[config.mk]
export PLATFORM = sky130hd
export DESIGN_NAME = soq_cell
export DESIGN_NICKNAME = d
export VERILOG_FILES = /design/src/design/soq_pkg.sv /design/src/design/soq_cell.sv
export SDC_FILE = /design/constraint.sdc
export NUM_CORES = 1
export LEC_CHECK = 0
export ABC_CLOCK_PERIOD_IN_PS = 800
export BUFFER_PORTS_ARGS = -buffer_cell sky130_fd_sc_hd__buf_4
export CORE_MARGIN = 2
export CORE_UTILIZATION = 35
export CTS_CLUSTER_DIAMETER = 150
export CTS_CLUSTER_SIZE = 12
export DETAILED_ROUTE_END_ITERATION = 7
export PLACE_DENSITY = 0.68
export SETUP_SLACK_MARGIN = 0.1
export SYNTH_ARGS = -nofsm -noshare
export SYNTH_HDL_FRONTEND = slang
export SYNTH_SLANG_ARGS = --single-unit
[constraint.sdc]
create_clock -name clk -period 0.8 [get_ports clk]
set_input_delay 0.16 -clock clk [delete_from_list [all_inputs] [get_ports clk]]
set_output_delay 0.16 -clock clk [all_outputs]
set_load 0.1 [all_outputs]
[src/design/soq_pkg.sv]
// ----------------------------------------------------------------------------
// soq_pkg
// Shared types, sizes and codes of the sphere occupancy query core.
// ----------------------------------------------------------------------------
package soq_pkg;

	localparam int OBSTACLE_SLOTS = 256;
	localparam int SENSOR_SLOTS   = 64;

	localparam int OBS_CNT_W = $clog2(OBSTACLE_SLOTS + 1);
	localparam int SEN_CNT_W = $clog2(SENSOR_SLOTS + 1);

	// one rotation step per cycle, long enough for the bigger ring
	localparam int SCAN_LEN = (OBSTACLE_SLOTS > SENSOR_SLOTS) ? OBSTACLE_SLOTS : SENSOR_SLOTS;
	localparam int STEP_W   = $clog2(SCAN_LEN);

	// pipeline drain from ring head to the finished compare flags
	localparam int WAIT_CYCLES = 6;
	localparam int WAIT_W      = $clog2(WAIT_CYCLES);

	localparam int CFG_IDX_W  = 3;
	localparam int CFG_DATA_W = 32;

	typedef enum logic [1:0] {
		ACT_ADD_OBS = 2'd0,
		ACT_ADD_SEN = 2'd1,
		ACT_POINT   = 2'd2,
		ACT_BOX     = 2'd3
	} action_t;

	typedef enum logic [1:0] {
		OCC_FREE     = 2'd0,
		OCC_UNKNOWN  = 2'd1,
		OCC_OCCUPIED = 2'd2
	} occ_t;

	typedef enum logic [CFG_IDX_W-1:0] {
		REG_WORLD_LOW_X  = 3'd0,
		REG_WORLD_LOW_Y  = 3'd1,
		REG_WORLD_LOW_Z  = 3'd2,
		REG_WORLD_HIGH_X = 3'd3,
		REG_WORLD_HIGH_Y = 3'd4,
		REG_WORLD_HIGH_Z = 3'd5,
		REG_MATCH_EPS    = 3'd6,
		REG_MAP_READY    = 3'd7
	} reg_idx_t;

	typedef struct packed {
		logic signed [15:0] x;
		logic signed [15:0] y;
		logic signed [15:0] z;
		logic [14:0]        r;
	} sphere_t;

	// verdict of one table scan on its nearest sphere
	typedef struct packed {
		logic found;
		logic hit;
		logic overlap;
		logic dup;
	} scan_res_t;

	typedef struct packed {
		occ_t occupancy;
		logic inserted;
		logic table_full;
	} result_t;

endpackage

[src/design/soq_cell.sv]
// ----------------------------------------------------------------------------
// soq_cell
// One sphere slot of a rotating table; takes its neighbor's sphere on shift.
// ----------------------------------------------------------------------------
module soq_cell (
	input  logic             clk,
	input  logic             shift,
	input  soq_pkg::sphere_t d,
	output soq_pkg::sphere_t q
);

	soq_pkg::sphere_t sphere_q;

	always_ff @(posedge clk) begin
		if (shift) begin
			sphere_q <= d;
		end
	end

	assign q = sphere_q;

endmodule

; ---- Yosys cells after proc, flatten, opt, wreduce, memory -nomap -nowiden
; Cells that the tools add are included.
[word_totals]
regBits = 63
input_bits = 65
wordCells = 4
output_inout_bits = 63

; ---- Logic depth before layout (Yosys ltp)
[depth]
depth_word = 0
ltp_mapped = 0
depth_no_buf = 0

; ---- Worst setup path after synthesis
; OpenSTA, ideal clock, no wires.
[synth_timing]
path_kind = register to output
start = register sphere_q (netlist bit q[0])
end = output q[0] (netlist bit)
arrival_time_ps = 904
slack_ps = -264
path_buffers = 0
required_time_ps = 640
path_stages_with_launch = 1
path_cell_list = edfxtp_1
[synth_rtl]
columns = item, line_no
row1 = "start, declared", soq_cell.sv:12  ; soq_pkg::sphere_t sphere_q;
row2 = "start signal, assigned", soq_cell.sv:16  ; sphere_q <= d;
row3 = "end, declared", soq_cell.sv:9  ; output soq_pkg::sphere_t q
; No word-level cell between the ends.

; ---- Worst setup path in the final report
[layout_timing]
start = register sphere_q (netlist bit q[26])
end = output q[26] (netlist bit)
; No word-level cell between the ends.

==> metrics.yaml <==
run_status: "finished, violations left"
violations: "setup timing"
pwr-share-clk_pct: 23.6
clk_pin_slew_ps: 60
final_cells: 277
tritoncts: "built"
largest_reg_flops: 63
cts_root_buf: "clkbuf_8"
start_util_pct: 36.57
yosysTopAreaCell: "edfxtp_1"
worst-path-buf-inv: 1
io_pins: 128
hold_path.class: "input pin to register"
synth_top_area_share_pct: 100.0
core-area_um2: 5172
layout_common_cells: "buf_4, edfxtp_1, buf_6, clkbuf_8, clkbuf_1"
drc_errors: 0
antenna_cells: 0
syn-cell-area_um2: 1892
routed_wl_um: 4067
grt_pass1_wl_um: 6141
synth-seq-cells: 63
period_share_pct: 137.7
critPathKind: "register to primary output"
fin_area_um2: 3366
nets: 269
finalWorstSetupSlack_ps: -301.8
maxSlewViolCount: 0
htreeDepth: 3
critPathCaptureType: "primary output"
power_switching_share_pct: 35.92
worstPathMaxFanout: 1
seq_power_share_pct: 45.5
power.leakage_nw: 1.406
detailedRoute.firstPassIterationCount: 6
worst_ep_required_time_ps: 640
yosysWarningCount: 0
final_common_cell: "buf_4"
layout_min_cycle_time_ps: 1102
syn_avg_cell_area_um2: 30.03
clock.fmax_mhz: 907.6
antenna_left: 0
tightest_slew_ps: 209.2
track_usage_pct: 14.33
syn_nets: 128
comb_power_share_pct: 30.8
num_rows: 26
setup_viol: 63
cpPeakStageDelay_ps: 410
nMultiInputCombCells: 0
rsz0062_at_grt: "true"
grt_antenna_before_repair: 0
multi_input_area_um2: 0
p_per_area_nw_per_um2: 2643
syn-instance-count: 63
postCtsSetupBuffers: 0
vias: 1163
grt.overflow.total: 0
drive_gt1_share_pct: 68.12
dieArea_um2: 6009
wl_per_cell_um: 14.68
maxSlewHeadroom_pct: 86.09
cap_violations: 0
drtIter0Drc: 29
globalplace.congestion: 0.6726
placed_cells: 263
ys_seq_area_share_pct: 100.0
routed_via_density: 4.199
syn_to_final_growth_pct: 77.91
irDropWorstVdd_mv: 1.672
yosys-top-cells-area: "edfxtp_1"
crit_arrival_ps: 940
portBuffers: 127
die_h_um: 77.52
placed_cell_area_um2: 2980
first_global_vias: 1247
crit_family: "flip-flops"
die_x_um: 77.52
crit_chain: "buf_6"
crit_path_start_kind: "register"
power.internal_mw: 5.701
num-fill-cells: 388
net-switching-power_mw: 3.196
clock-sinks: 63
ys_types: 1
cts-buffers-inserted: 9
cp_slowest_cell: "edfxtp_1"
finalHoldViolCount: 0
grt_max_degree: 32
max-clock-path-buffers: 2
## per-stage QoR
step	util, %	hold slack, ps	TNS [ps]	power [mW]	setup slack [ps]
CTS	65.00	-11.92	-18070	9.007	-322.8
global placement	57.62	338.4	0	6.625	13.00
floorplan	-	258.9	-16630	5.936	-264.0
detailed placement	57.62	339.3	-227.8	6.657	-9.391
finish	65.07	9.171	-16460	8.897	-301.8
global route	65.07	-16.46	-19270	9.203	-340.3
## power groups by stage
stage                     sequential [mW]  clock (mW)  combinational, mW
after floorplan                      5.94           0                  0
after global placement               4.05           0               2.57
after detailed placement             4.07           0               2.59
after CTS                            4.05        2.20               2.75
after global routing                 4.08        2.33               2.79
final                                4.05        2.10               2.74
## routing by layer
| metal | global-route usage, % | vias up | wire [um] |
|---|---|---|---|
| met5 | 0 | - | 0 |
| met2 | 24.52 | 78 | 2203 |
| met4 | 10.18 | 0 | 57 |
| met3 | 6.977 | 6 | 458 |
| met1 | 13.16 | 543 | 1348 |
| li1 | - | 536 | - |
## cell type report
class	count	area (um2)	area share, %
sequential	63	1892	56.21
tap	70	87.58	2.602
clock inverter	2	10.01	0.2974
clock buffer	12	135.1	4.015
timing repair buffer	130	1241	36.88
## synth_stat cells
cell type,number
edfxtp_1,63
## kinds of logic (layout without fill, tap and decap cells)
logic type | Yosys count | after routing | synth area share (%)
DFF | 63 | 63 | 100.0
buffers and inverters | 0 | 144 | 0
## repair_timing
| item | 4_1_cts | 5_1_grt |
|---|---|---|
| endpoints found under the hold margin | 52 | 50 |
| endpoints found under the setup margin | 63 | 63 |
| resized for setup | 63 | 1 |
| pin swaps | 0 | 0 |
## worst paths after layout
| check | from | endpoint | slack (ps) | depth (start not counted) |
|---|---|---|---|---|
| setup / recovery | q[26] | q[26] | -300 | 1 |
| hold / removal | d[59] | q[59] | 9 | 1 |
No activity file was read; power rests on OpenSTA's default activity.
